$ cat config.mk
export PLATFORM = sky130hd
export DESIGN_NAME = lfu_cache_table
export DESIGN_NICKNAME = d
export VERILOG_FILES = /design/src/design/lct_pkg.sv /design/src/design/lfu_cache_table.sv /design/src/design/lct_cell.sv
export SDC_FILE = /design/constraint.sdc
export NUM_CORES = 2
export LEC_CHECK = 0
export BUFFER_PORTS_ARGS = -buffer_cell sky130_fd_sc_hd__buf_2
export CAP_MARGIN = 5
export CORE_MARGIN = 2
export CORE_UTILIZATION = 28
export DETAILED_ROUTE_END_ITERATION = 7
export PLACE_DENSITY_LB_ADDON = 0.25
export SETUP_SLACK_MARGIN = 0.1
export SYNTH_ARGS = -nofsm -noshare
export SYNTH_HDL_FRONTEND = slang
export SYNTH_SLANG_ARGS = --single-unit
export TNS_END_PERCENT = 1
$ cat constraint.sdc
create_clock -name i_clk -period 11.9 [get_ports i_clk]
set_input_delay 2.38 -clock i_clk [delete_from_list [all_inputs] [get_ports i_clk]]
set_output_delay 2.38 -clock i_clk [all_outputs]
set_load 0.01 [all_outputs]
$ cat src/design/lct_pkg.sv
`default_nettype none

package lct_pkg;

    localparam int unsigned LCT_CAPACITY   = 16;
    localparam int unsigned LCT_COUNT_BITS = 16;
    localparam int unsigned CFG_BITS       = 5;
    localparam logic [CFG_BITS-1:0] CFG_RESET = 5'd16;

    localparam logic CMD_GET = 1'b0;
    localparam logic CMD_PUT = 1'b1;

    typedef struct packed {
        logic        command;
        logic [31:0] key;
        logic [31:0] value;
    } t_req;

    typedef struct packed {
        logic        hit;
        logic [31:0] read_value;
        logic        evicted;
        logic [31:0] evicted_key;
    } t_rsp;

endpackage

`default_nettype wire

$ cat src/design/lfu_cache_table.sv
// A request is accepted only while idle (o_stall low). The search token must walk the
// whole row of entry cells before the update, and the result must then leave S_OUT
// before the next request is taken; an i_stall holds it there.
// Reset (synchronous, active low) empties the cache, clears occupancy and sets
// capacity_in_use to 16; no clearing pass is needed.
`default_nettype none

module lfu_cache_table
    import lct_pkg::*;
#(
    parameter int unsigned CAPACITY   = LCT_CAPACITY,
    parameter int unsigned COUNT_BITS = LCT_COUNT_BITS
) (
    input  wire logic                i_clk,
    input  wire logic                i_rst_n,
    input  wire logic                i_valid,
    output logic                     o_stall,
    input  wire t_req                i_req,
    output logic                     o_valid,
    input  wire logic                i_stall,
    output t_rsp                     o_rsp,
    input  wire logic                i_cfg_valid,
    output logic                     o_cfg_ready,
    input  wire logic [CFG_BITS-1:0] i_cfg_data
);

    localparam int unsigned IDX_BITS = (CAPACITY > 1) ? $clog2(CAPACITY) : 1;
    localparam int unsigned OCC_BITS = $clog2(CAPACITY + 1);
    localparam int unsigned CMP_BITS = (OCC_BITS > CFG_BITS) ? OCC_BITS : CFG_BITS;

    localparam logic [1:0] S_IDLE = 2'd0;
    localparam logic [1:0] S_SCAN = 2'd1;
    localparam logic [1:0] S_OUT  = 2'd2;

    logic [1:0]          r_state;
    logic                r_start;
    t_req                r_req;
    logic [CFG_BITS-1:0] r_cfg;
    logic [OCC_BITS-1:0] r_occ;

    // The search token runs through the row of cells, one cell per cycle.
    // Element g is the input of cell g; element CAPACITY is the final token.
    logic                  tv    [CAPACITY+1];
    logic                  thit  [CAPACITY+1];
    logic [IDX_BITS-1:0]   thidx [CAPACITY+1];
    logic [IDX_BITS-1:0]   thrank[CAPACITY+1];
    logic [31:0]           thval [CAPACITY+1];
    logic                  tvok  [CAPACITY+1];
    logic [IDX_BITS-1:0]   tvidx [CAPACITY+1];
    logic [COUNT_BITS-1:0] tvcnt [CAPACITY+1];
    logic [IDX_BITS-1:0]   tvrank[CAPACITY+1];
    logic [31:0]           tvkey [CAPACITY+1];
    logic                  tfok  [CAPACITY+1];
    logic [IDX_BITS-1:0]   tfidx [CAPACITY+1];

    logic                touch, wr_val, ins, evict;
    logic [IDX_BITS-1:0] sidx;
    logic [CMP_BITS-1:0] cap_w, cfg_w;
    logic                done;
    t_rsp                n_rsp;

    assign o_stall     = (r_state != S_IDLE);
    assign o_cfg_ready = 1'b1;
    assign o_valid     = (r_state == S_OUT);

    // The head of the row sees an empty token that is launched once per request.
    assign tv[0]     = r_start;
    assign thit[0]   = 1'b0;
    assign thidx[0]  = '0;
    assign thrank[0] = '0;
    assign thval[0]  = '0;
    assign tvok[0]   = 1'b0;
    assign tvidx[0]  = '0;
    assign tvcnt[0]  = '0;
    assign tvrank[0] = '0;
    assign tvkey[0]  = '0;
    assign tfok[0]   = 1'b0;
    assign tfidx[0]  = '0;

    genvar g;
    generate
        for (g = 0; g < CAPACITY; g++) begin : g_cell
            lct_cell #(
                .CAPACITY  (CAPACITY),
                .COUNT_BITS(COUNT_BITS)
            ) u_cell (
                .i_clk   (i_clk),
                .i_rst_n (i_rst_n),
                .i_idx   (IDX_BITS'(g)),
                .i_key   (r_req.key),
                .i_value (r_req.value),
                .i_tv    (tv[g]),
                .i_hit   (thit[g]),
                .i_hidx  (thidx[g]),
                .i_hrank (thrank[g]),
                .i_hval  (thval[g]),
                .i_vok   (tvok[g]),
                .i_vidx  (tvidx[g]),
                .i_vcnt  (tvcnt[g]),
                .i_vrank (tvrank[g]),
                .i_vkey  (tvkey[g]),
                .i_fok   (tfok[g]),
                .i_fidx  (tfidx[g]),
                .o_tv    (tv[g+1]),
                .o_hit   (thit[g+1]),
                .o_hidx  (thidx[g+1]),
                .o_hrank (thrank[g+1]),
                .o_hval  (thval[g+1]),
                .o_vok   (tvok[g+1]),
                .o_vidx  (tvidx[g+1]),
                .o_vcnt  (tvcnt[g+1]),
                .o_vrank (tvrank[g+1]),
                .o_vkey  (tvkey[g+1]),
                .o_fok   (tfok[g+1]),
                .o_fidx  (tfidx[g+1]),
                .i_touch (touch),
                .i_wr_val(wr_val),
                .i_tidx  (thidx[CAPACITY]),
                .i_trank (thrank[CAPACITY]),
                .i_ins   (ins),
                .i_evict (evict),
                .i_sidx  (sidx),
                .i_uvidx (tvidx[CAPACITY]),
                .i_uvrank(tvrank[CAPACITY])
            );
        end
    endgenerate

    // A capacity register above the number of cells acts as the full row.
    assign cfg_w = CMP_BITS'(r_cfg);
    assign cap_w = (cfg_w > CMP_BITS'(CAPACITY)) ? CMP_BITS'(CAPACITY) : cfg_w;

    // When the token leaves the last cell, it carries the hit, the victim and the
    // lowest free slot; the update is broadcast to all cells in that cycle.
    always_comb begin
        done   = (r_state == S_SCAN) && tv[CAPACITY];
        touch  = 1'b0;
        wr_val = 1'b0;
        ins    = 1'b0;
        evict  = 1'b0;
        sidx   = tfidx[CAPACITY];
        n_rsp  = '0;
        n_rsp.hit = thit[CAPACITY];
        if (done) begin
            if (r_req.command == CMD_GET) begin
                touch = thit[CAPACITY];
                n_rsp.read_value = thit[CAPACITY] ? thval[CAPACITY] : 32'd0;
            end else if (cap_w != '0) begin
                if (thit[CAPACITY]) begin
                    touch  = 1'b1;
                    wr_val = 1'b1;
                end else begin
                    evict = (CMP_BITS'(r_occ) >= cap_w) && tvok[CAPACITY];
                    // After an eviction the new entry takes the lower of the
                    // victim's slot and the first slot that was already free.
                    if (evict) begin
                        ins = 1'b1;
                        if (!tfok[CAPACITY] || (tvidx[CAPACITY] < tfidx[CAPACITY])) begin
                            sidx = tvidx[CAPACITY];
                        end
                    end else begin
                        ins = tfok[CAPACITY];
                    end
                    n_rsp.evicted     = evict;
                    n_rsp.evicted_key = evict ? tvkey[CAPACITY] : 32'd0;
                end
            end
        end
    end

    always_ff @(posedge i_clk) begin
        if (!i_rst_n) begin
            r_state <= S_IDLE;
            r_start <= 1'b0;
            r_cfg   <= CFG_RESET;
            r_occ   <= '0;
        end else begin
            r_start <= 1'b0;
            if (i_cfg_valid) begin
                r_cfg <= i_cfg_data;
            end
            unique case (r_state)
                S_IDLE: begin
                    if (i_valid) begin
                        r_state <= S_SCAN;
                        r_start <= 1'b1;
                    end
                end
                S_SCAN: begin
                    if (done) begin
                        r_state <= S_OUT;
                        if (ins && !evict) begin
                            r_occ <= r_occ + 1'b1;
                        end
                    end
                end
                S_OUT: begin
                    if (!i_stall) begin
                        r_state <= S_IDLE;
                    end
                end
                default: begin
                    r_state <= S_IDLE;
                end
            endcase
        end
    end

    always_ff @(posedge i_clk) begin
        if ((r_state == S_IDLE) && i_valid) begin
            r_req <= i_req;
        end
        if (done) begin
            o_rsp <= n_rsp;
        end
    end

endmodule

`default_nettype wire

$ cat src/design/lct_cell.sv
`default_nettype none

module lct_cell
    import lct_pkg::*;
#(
    parameter int unsigned CAPACITY   = LCT_CAPACITY,
    parameter int unsigned COUNT_BITS = LCT_COUNT_BITS,
    localparam int unsigned IDX_BITS  = (CAPACITY > 1) ? $clog2(CAPACITY) : 1
) (
    input  wire logic                  i_clk,
    input  wire logic                  i_rst_n,
    input  wire logic [IDX_BITS-1:0]   i_idx,
    input  wire logic [31:0]           i_key,
    input  wire logic [31:0]           i_value,
    // Search token from the left neighbor.
    input  wire logic                  i_tv,
    input  wire logic                  i_hit,
    input  wire logic [IDX_BITS-1:0]   i_hidx,
    input  wire logic [IDX_BITS-1:0]   i_hrank,
    input  wire logic [31:0]           i_hval,
    input  wire logic                  i_vok,
    input  wire logic [IDX_BITS-1:0]   i_vidx,
    input  wire logic [COUNT_BITS-1:0] i_vcnt,
    input  wire logic [IDX_BITS-1:0]   i_vrank,
    input  wire logic [31:0]           i_vkey,
    input  wire logic                  i_fok,
    input  wire logic [IDX_BITS-1:0]   i_fidx,
    // Search token to the right neighbor.
    output logic                       o_tv,
    output logic                       o_hit,
    output logic [IDX_BITS-1:0]        o_hidx,
    output logic [IDX_BITS-1:0]        o_hrank,
    output logic [31:0]                o_hval,
    output logic                       o_vok,
    output logic [IDX_BITS-1:0]        o_vidx,
    output logic [COUNT_BITS-1:0]      o_vcnt,
    output logic [IDX_BITS-1:0]        o_vrank,
    output logic [31:0]                o_vkey,
    output logic                       o_fok,
    output logic [IDX_BITS-1:0]        o_fidx,
    // Update broadcast.
    input  wire logic                  i_touch,
    input  wire logic                  i_wr_val,
    input  wire logic [IDX_BITS-1:0]   i_tidx,
    input  wire logic [IDX_BITS-1:0]   i_trank,
    input  wire logic                  i_ins,
    input  wire logic                  i_evict,
    input  wire logic [IDX_BITS-1:0]   i_sidx,
    input  wire logic [IDX_BITS-1:0]   i_uvidx,
    input  wire logic [IDX_BITS-1:0]   i_uvrank
);

    localparam logic [COUNT_BITS-1:0] CNT_MAX = '1;

    logic                  r_valid;
    logic [31:0]           r_key;
    logic [31:0]           r_val;
    logic [COUNT_BITS-1:0] r_cnt;
    logic [IDX_BITS-1:0]   r_rank;
    logic                  n_take_v;
    logic                  n_take_h;
    logic                  n_take_f;
    logic [IDX_BITS-1:0]   n_rank_dec;

    assign n_take_h = r_valid && (r_key == i_key) && !i_hit;
    assign n_take_v = r_valid && (!i_vok || (r_cnt < i_vcnt) ||
                      ((r_cnt == i_vcnt) && (r_rank > i_vrank)));
    assign n_take_f = !r_valid && !i_fok;
    assign n_rank_dec = (i_evict && (r_rank > i_uvrank)) ? r_rank - 1'b1 : r_rank;

    always_ff @(posedge i_clk) begin
        if (!i_rst_n) begin
            o_tv <= 1'b0;
        end else begin
            o_tv <= i_tv;
        end
        o_hit   <= i_hit || n_take_h;
        o_hidx  <= n_take_h ? i_idx : i_hidx;
        o_hrank <= n_take_h ? r_rank : i_hrank;
        o_hval  <= n_take_h ? r_val : i_hval;
        o_vok   <= i_vok || n_take_v;
        o_vidx  <= n_take_v ? i_idx : i_vidx;
        o_vcnt  <= n_take_v ? r_cnt : i_vcnt;
        o_vrank <= n_take_v ? r_rank : i_vrank;
        o_vkey  <= n_take_v ? r_key : i_vkey;
        o_fok   <= i_fok || n_take_f;
        o_fidx  <= n_take_f ? i_idx : i_fidx;
    end

    always_ff @(posedge i_clk) begin
        if (!i_rst_n) begin
            r_valid <= 1'b0;
        end else if (i_ins) begin
            if (i_idx == i_sidx) begin
                r_valid <= 1'b1;
            end else if (i_evict && (i_idx == i_uvidx)) begin
                r_valid <= 1'b0;
            end
        end
    end

    always_ff @(posedge i_clk) begin
        if (i_touch) begin
            if (i_idx == i_tidx) begin
                if (r_cnt != CNT_MAX) begin
                    r_cnt <= r_cnt + 1'b1;
                end
                r_rank <= '0;
                if (i_wr_val) begin
                    r_val <= i_value;
                end
            end else if (r_valid && (r_rank < i_trank)) begin
                r_rank <= r_rank + 1'b1;
            end
        end else if (i_ins) begin
            if (i_idx == i_sidx) begin
                r_key  <= i_key;
                r_val  <= i_value;
                r_cnt  <= '0;
                r_rank <= '0;
            end else if (r_valid && !(i_evict && (i_idx == i_uvidx))) begin
                r_rank <= n_rank_dec + 1'b1;
            end
        end
    end

endmodule

`default_nettype wire
Word level (Yosys, flattened, before mapping)

Index checks and enable logic that the tools add are counted.

Divide/modulo/power cells: 0
Reductions and logical operators: 440
Bitwise operators: 5
Shifts and indexed selects: 0
Add/sub/neg operators: 65
Equal/unequal tests: 146
Order comparisons: 65
$mul: 0
Muxes and demuxes: 390

Operator list:

| kind                    | number |
|---|---|
| $mux W32                | 95 |
| $mux W16                | 94 |
| $mux W4                 | 148 |
| $eq A32 B32 Y1          | 16 |
| $add A16 B1 Y16 const B | 16 |
| $ne A16 B16 Y1 const B  | 16 |
| $eq A16 B16 Y1          | 15 |
| $lt A16 B16 Y1          | 15 |
| $logic_and A1 B1 Y1     | 144 |
| $add A4 B1 Y4 const B   | 32 |
| $reduce_and A4 Y1       | 32 |
| $gt A4 B4 Y1            | 31 |
| $reduce_and A3 Y1       | 34 |
| $eq A4 B4 Y1 const A    | 24 |
| $logic_not A1 Y1        | 79 |
| $logic_or A1 B1 Y1      | 76 |
| $lt A4 B4 Y1            | 17 |
| $reduce_bool A2 Y1      | 34 |
| $sub A4 B1 Y4 const B   | 16 |
| $ne A2 B1 Y1 const B    | 30 |
| $eq A3 B4 Y1 const A    | 12 |
| $mux W1                 | 48 |
| $reduce_bool A3 Y1      | 16 |
| $ne A3 B1 Y1 const B    | 15 |
| other kinds (20)        | 56 |

Word-level logic and storage cells: 1390
ROM bits: 0
Bits in latches: 0
Register bits: 3107
Output and inout port bits: 69
Input port bits: 75
Memories kept: 0
RAM bits: 0

Logic depth before layout (Yosys ltp)

Word-level depth: 15
Gate-level depth with buffers: 12
Gate-level depth less buffers: 10

By module

From an unflattened synthesis, not the netlist that was laid out.

Cells, all modules: 9559
Area, all modules: 129051.3 µm²

By module, submodules not included:

| module                          | area an instance (µm²) | times used | cells each | seq. area each (µm²) |
|---|---|---|---|---|
| lct_cell (g_cell[0].u_cell ...) | 7732.4                 | 13         | 580        | 4624.4 |
| lct_cell (g_cell[7].u_cell ...) | 7753.7                 | 2          | 569        | 4624.4 |
| lct_cell (g_cell[9].u_cell)     | 7754.9                 | 1          | 568        | 4624.4 |
| lfu_cache_table                 | 5267.6                 | 1          | 313        | 4194.0 |

Worst setup path before layout

No wires, ideal clock.

Path kind: input to register
From: input i_valid
To: register r_req[0] (netlist name) (enable)
Library setup time: 0.489 ns
Slack: 6.263 ns
Cell stages on the path: 2
Required time: 11.411 ns
Arrival: 5.148 ns
Path buffers: 0
Path through: inv_1 nor2_1

Word-level cells in the longest chain between the ends: 1

Ends and longest elaborated chain:

| element              | line                   | RTL |
|---|---|---|
| from (decl)          | lfu_cache_table.sv:16  | `input wire logic i_valid,` |
| $logic_and A1 B1 Y1  | lfu_cache_table.sv:210 | `if ((r_state == S_IDLE) && i_valid) begin` |
| to (signal assigned) | lfu_cache_table.sv:211 | `r_req <= i_req;` |
| to (decl)            | lfu_cache_table.sv:37  | `t_req r_req;` |

No other way between the ends.
A chain may end at the register's enable or synchronous reset.

Worst setup path after layout

From: register r_cfg[4], in the netlist cfg_w[4]
To: register g_cell[15].u_cell.r_val[4] (enable)

Word-level cells in the longest chain between the ends: 12
Elaborated cells between the ends (all ways): 26
Those cells by class: order compare (2); eq/ne (3); mux (16); reduce/logical (5)

Ends and longest elaborated chain:

| element                         | line                   | RTL |
|---|---|---|
| from (decl)                     | lfu_cache_table.sv:38  | `logic [CFG_BITS-1:0] r_cfg;` |
| from (signal assigned)          | lfu_cache_table.sv:180 | `r_cfg <= i_cfg_data;` |
| $gt A5 B5 Y1                    | lfu_cache_table.sv:131 | `assign cap_w = (cfg_w > CMP_BITS'(CAPACITY)) ? CMP_BITS'(CAPACITY) : cfg_w;` |
| $mux W5 (*)                     | lfu_cache_table.sv:131 |  |
| $ge A5 B5 Y1                    | lfu_cache_table.sv:153 | `evict = (CMP_BITS'(r_occ) >= cap_w) && tvok[CAPACITY];` |
| $logic_and A1 B1 Y1             | lfu_cache_table.sv:153 |  |
| $mux W4                         | lfu_cache_table.sv:156 | `if (evict) begin` |
| $mux W4                         | lfu_cache_table.sv:149 | `if (thit[CAPACITY]) begin` |
| $mux W4                         | lfu_cache_table.sv:148 | `end else if (cap_w != '0) begin` |
| $mux W4                         | lfu_cache_table.sv:145 | `if (r_req.command == CMD_GET) begin` |
| $mux W4                         | lfu_cache_table.sv:144 | `if (done) begin` |
| $eq A4 B4 Y1                    | lct_cell.sv:116        | `if (i_idx == i_sidx) begin` |
| $reduce_bool A2 Y1 (no line)    | n/a                    |  |
| $reduce_and A4 Y1 (no line) (*) | n/a                    |  |
| to (signal assigned)            | lct_cell.sv:110        | `r_val <= i_value;` |
| to (signal assigned)            | lct_cell.sv:118        | `r_val <= i_value;` |
| to (decl)                       | lct_cell.sv:57         | `logic [31:0] r_val;` |

Every way passes the cells marked *; elsewhere a longest branch is shown, timed or not.

==> results.py <==
metrics = {
    "outcome": {
        "status": "finished, final reports clean",
    },
    "synth": {
        "syn_inst": 8833,
        "yosysWarnings": 0,
        "syn_nets": 9377,
        "syn_area_per_cell_um2": 13.8,
        "synth-seq-area-share_pct": 63.3,
        "async_flop_share_pct": 0,
        "yosysUniqueCellTypes": 83,
        "synth-seq-cells": 3107,
        "synth-edff-count": 1475,
        "synth_area_um2": 122000,
        "synth_flop_cell": "dfxtp_1",
    },
    "worst_setup_path": {
        "crit_type": "reg -> reg",
        "path_buf_inv": 2,
        "crit_path_cell_trace": "inv_1, nand2_1, ha_1, a21oi_1, o21ai_0, a41oi_2, buf_4, nand2_1, o32ai_1, nand2_1, nand2_2",
        "cp_common_cell": "nand2_1",
        "max_stage_delay_ns": 0.86,
        "crit_slowest_cell": "nand2_2",
        "critPathMaxFanout": 32,
        "required_ns": 12.43,
        "crit_arrival_ns": 4.93,
        "cp_top_family": "simple AND/OR/NAND/NOR gates",
        "end_kind": "flip-flop",
        "worstSetupStartpointType": "flip-flop",
    },
    "timing": {
        "hold_viol_final": 0,
        "worst_pin_slew_ns": 1.37,
        "final-max-slew-violation-count": 0,
        "holdWs_ns": 0.352,
        "tns_ns": 0,
        "clock_skew_ns": 0.0877,
        "min_period_over_period_pct": 37.0,
        "timing.final.crit_period_ns": 4.40,
        "max_freq_mhz": 227,
        "rsz0062_at_grt": "no",
        "finalWorstSetupSlack_ns": 7.50,
        "relSlewSlack_pct": 8.70,
        "setup_violations": 0,
    },
    "place": {
        "dp_hpwl_mm": 217,
        "io_buffers": 142,
        "dpl_cell_area_um2": 130000,
        "place_ws_ns": 7.43,
        "gp_congestion": 0.839,
    },
    "die": {
        "coreArea_um2": 433000,
        "dieArea_um2": 440000,
        "die_w_um": 663,
        "num_rows": 242,
        "design.portCount": 144,
        "initial_core_util_pct": 28.1,
        "die_h_um": 663,
    },
    "cells_and_area": {
        "drive_gt1_share_pct": 24.3,
        "nNetsFinal": 9689,
        "syn2layout_area_growth_pct": 16.0,
        "regArea_um2": 77000,
        "final_common_cell": "dfxtp_1",
        "multi_input_area_um2": 42200,
        "fillers": 42500,
        "stdcell_area_um2": 141000,
        "layout_common_cells": "dfxtp_1, edfxtp_1, mux2_2",
    },
    "drt": {
        "routed-via-count": 68800,
        "drtIter0Drc": 4142,
        "vias_per_cell": 4.54,
        "drtPass1Iterations": 5,
        "routed_wirelength_mm": 313,
        "antenna_left": 0,
        "remaining_drc_errors": 0,
        "wl_per_cell_um": 20.6,
    },
    "clock_tree": {
        "cts_setup_buffers": 0,
        "root_buffer": "clkbuf_16",
        "path_clk_slew_ns": 0.06,
        "clkLatencyLatePin_ns": 0.94,
        "cts.hold.buffers_added": 0,
        "numCtsBuffers": 326,
        "cts_resized": 0,
        "clockBufferDepth": 4,
        "cts.sinks": 3107,
        "cts_tree": "done",
        "h-tree-depth": 5,
    },
    "pwr": {
        "p_leak_uw": 0.0523,
        "irDropWorstVdd_mv": 0.115,
        "p_per_area_nw_per_um2": 156,
    },
    "grt": {
        "grt-ovfl-total": 0,
        "grt_pass1_vias": 72600,
        "grt_pass1_wl_mm": 468,
        "grt_max_degree": 94,
        "antenna_found_initial": 11,
        "gr-usage-all-layers_pct": 13.9,
    },
    "run": {
        "drv_cap": 0,
    },
    "worst_hold_path": {
        "hold_path_class": "reg -> reg",
    },
}
power breakdown:
part	internal, uW	switching, uW	total (uW)
registers	11200	39.2	11200
clock network	6220	4290	10500
logic	73.0	171	244
total	17500	4510	22000
metal layers:
| metal | vias to the layer above | track usage [%] | wire length (um) |
|---|---|---|---|
| met5 | - | 0 | 0 |
| met4 | 0 | 4.45 | 10100 |
| met3 | 501 | 1.81 | 11800 |
| met2 | 1353 | 23.5 | 149000 |
| met1 | 34700 | 18.2 | 141000 |
| li1 | 32300 | - | - |
sequential cells by signal, summed over array words and instances, names as in the netlist, 65 cells and up:
register	count
g_cell.u_cell.r_val	512
g_cell.u_cell.o_hval	512
g_cell.u_cell.r_key	512
g_cell.u_cell.r_cnt	256
g_cell.u_cell.o_vcnt	240
r_req	65
o_rsp	66
g_cell.u_cell.o_vkey	512
cells by family after synthesis:
| group | Yosys count | share of synthesized area, % |
|---|---|---|
| adders and majority gates | 469 | 4.83 |
| and+or+nand+nor | 1687 | 7.52 |
| buffers and inverters | 738 | 2.41 |
| muxes | 1370 | 12.6 |
| DFF | 3107 | 63.3 |
| AOI/OAI and AO/OA | 722 | 4.01 |
| other | 1 | 0.00308 |
| xor gates and xnor gates | 739 | 5.32 |
worst reg2reg max path, stage by stage, from the launching register on:
cell	delay, ns
dfxtp_1	0.35
inv_1	0.15
nand2_1	0.09
ha_1	0.31
a21oi_1	0.14
o21ai_0	0.17
a41oi_2	0.30
buf_4	0.34
nand2_1	0.27
o32ai_1	0.52
nand2_1	0.51
nand2_2	0.88
worst paths after layout:
| path | from | endpoint | slack (ns) | depth (start not counted) |
|---|---|---|---|---|
| hold / removal | g_cell[12].u_cell.o_vidx[3] | g_cell[13].u_cell.o_vidx[3] | 0.35 | 1 |
| hold reg to reg | g_cell[12].u_cell.o_vidx[3] | g_cell[13].u_cell.o_vidx[3] | 0.35 | 1 |
| setup / recovery | cfg_w[4] | g_cell[15].u_cell.r_val[4] | 7.50 | 11 |
| setup reg to reg | cfg_w[4] | g_cell[15].u_cell.r_val[4] | 7.50 | 11 |
cell usage after synthesis, types with 20 or more instances:
| library cell | number | area, um2 |
|---|---|---|
| a21boi_0 | 31 | 233 |
| a21o_1 | 68 | 510 |
| a21oi_1 | 182 | 911 |
| a221oi_1 | 34 | 298 |
| a22o_1 | 22 | 193 |
| and2_1 | 211 | 1320 |
| and3_1 | 75 | 469 |
| buf_1 | 20 | 75.1 |
| buf_2 | 110 | 551 |
| clkbuf_1 | 180 | 676 |
| dfxtp_1 | 1632 | 32700 |
| edfxtp_1 | 1475 | 44300 |
| ha_1 | 469 | 5870 |
| inv_1 | 424 | 1590 |
| mux2_2 | 1292 | 14500 |
| mux2i_1 | 78 | 781 |
| nand2_1 | 172 | 646 |
| nand2b_1 | 89 | 557 |
| nand3_1 | 181 | 906 |
| nand4_1 | 185 | 1160 |
| nor2_1 | 342 | 1280 |
| nor2b_1 | 110 | 688 |
| nor3_1 | 74 | 370 |
| nor4_1 | 58 | 363 |
| o211ai_1 | 24 | 180 |
| o21a_1 | 29 | 218 |
| o21ai_0 | 176 | 881 |
| or2_2 | 83 | 519 |
| or3_1 | 40 | 250 |
| xnor2_1 | 427 | 3740 |
| xor2_1 | 312 | 2730 |
stage by stage:
step                util, %  cells  power [uW]
finish                 32.5  15200       22000
global route           32.5  15200       22700
CTS                    32.5  15200       22300
detailed placement     30.0  14600       11700
global placement       30.0  14600       11700
floorplan                 -   8833       11600
cell type report:
class                   instances  share of cell area (%)
well taps                    5734                    5.09
repair buffers                298                    1.33
clock inverters               133                    1.16
inverters                     424                    1.13
flip-flops and latches       3107                    54.6
multi-input cells            4988                    30.0
diodes                          8                  0.0142
clock buffers                 472                    6.74
(Power assumes the default switching activity.)
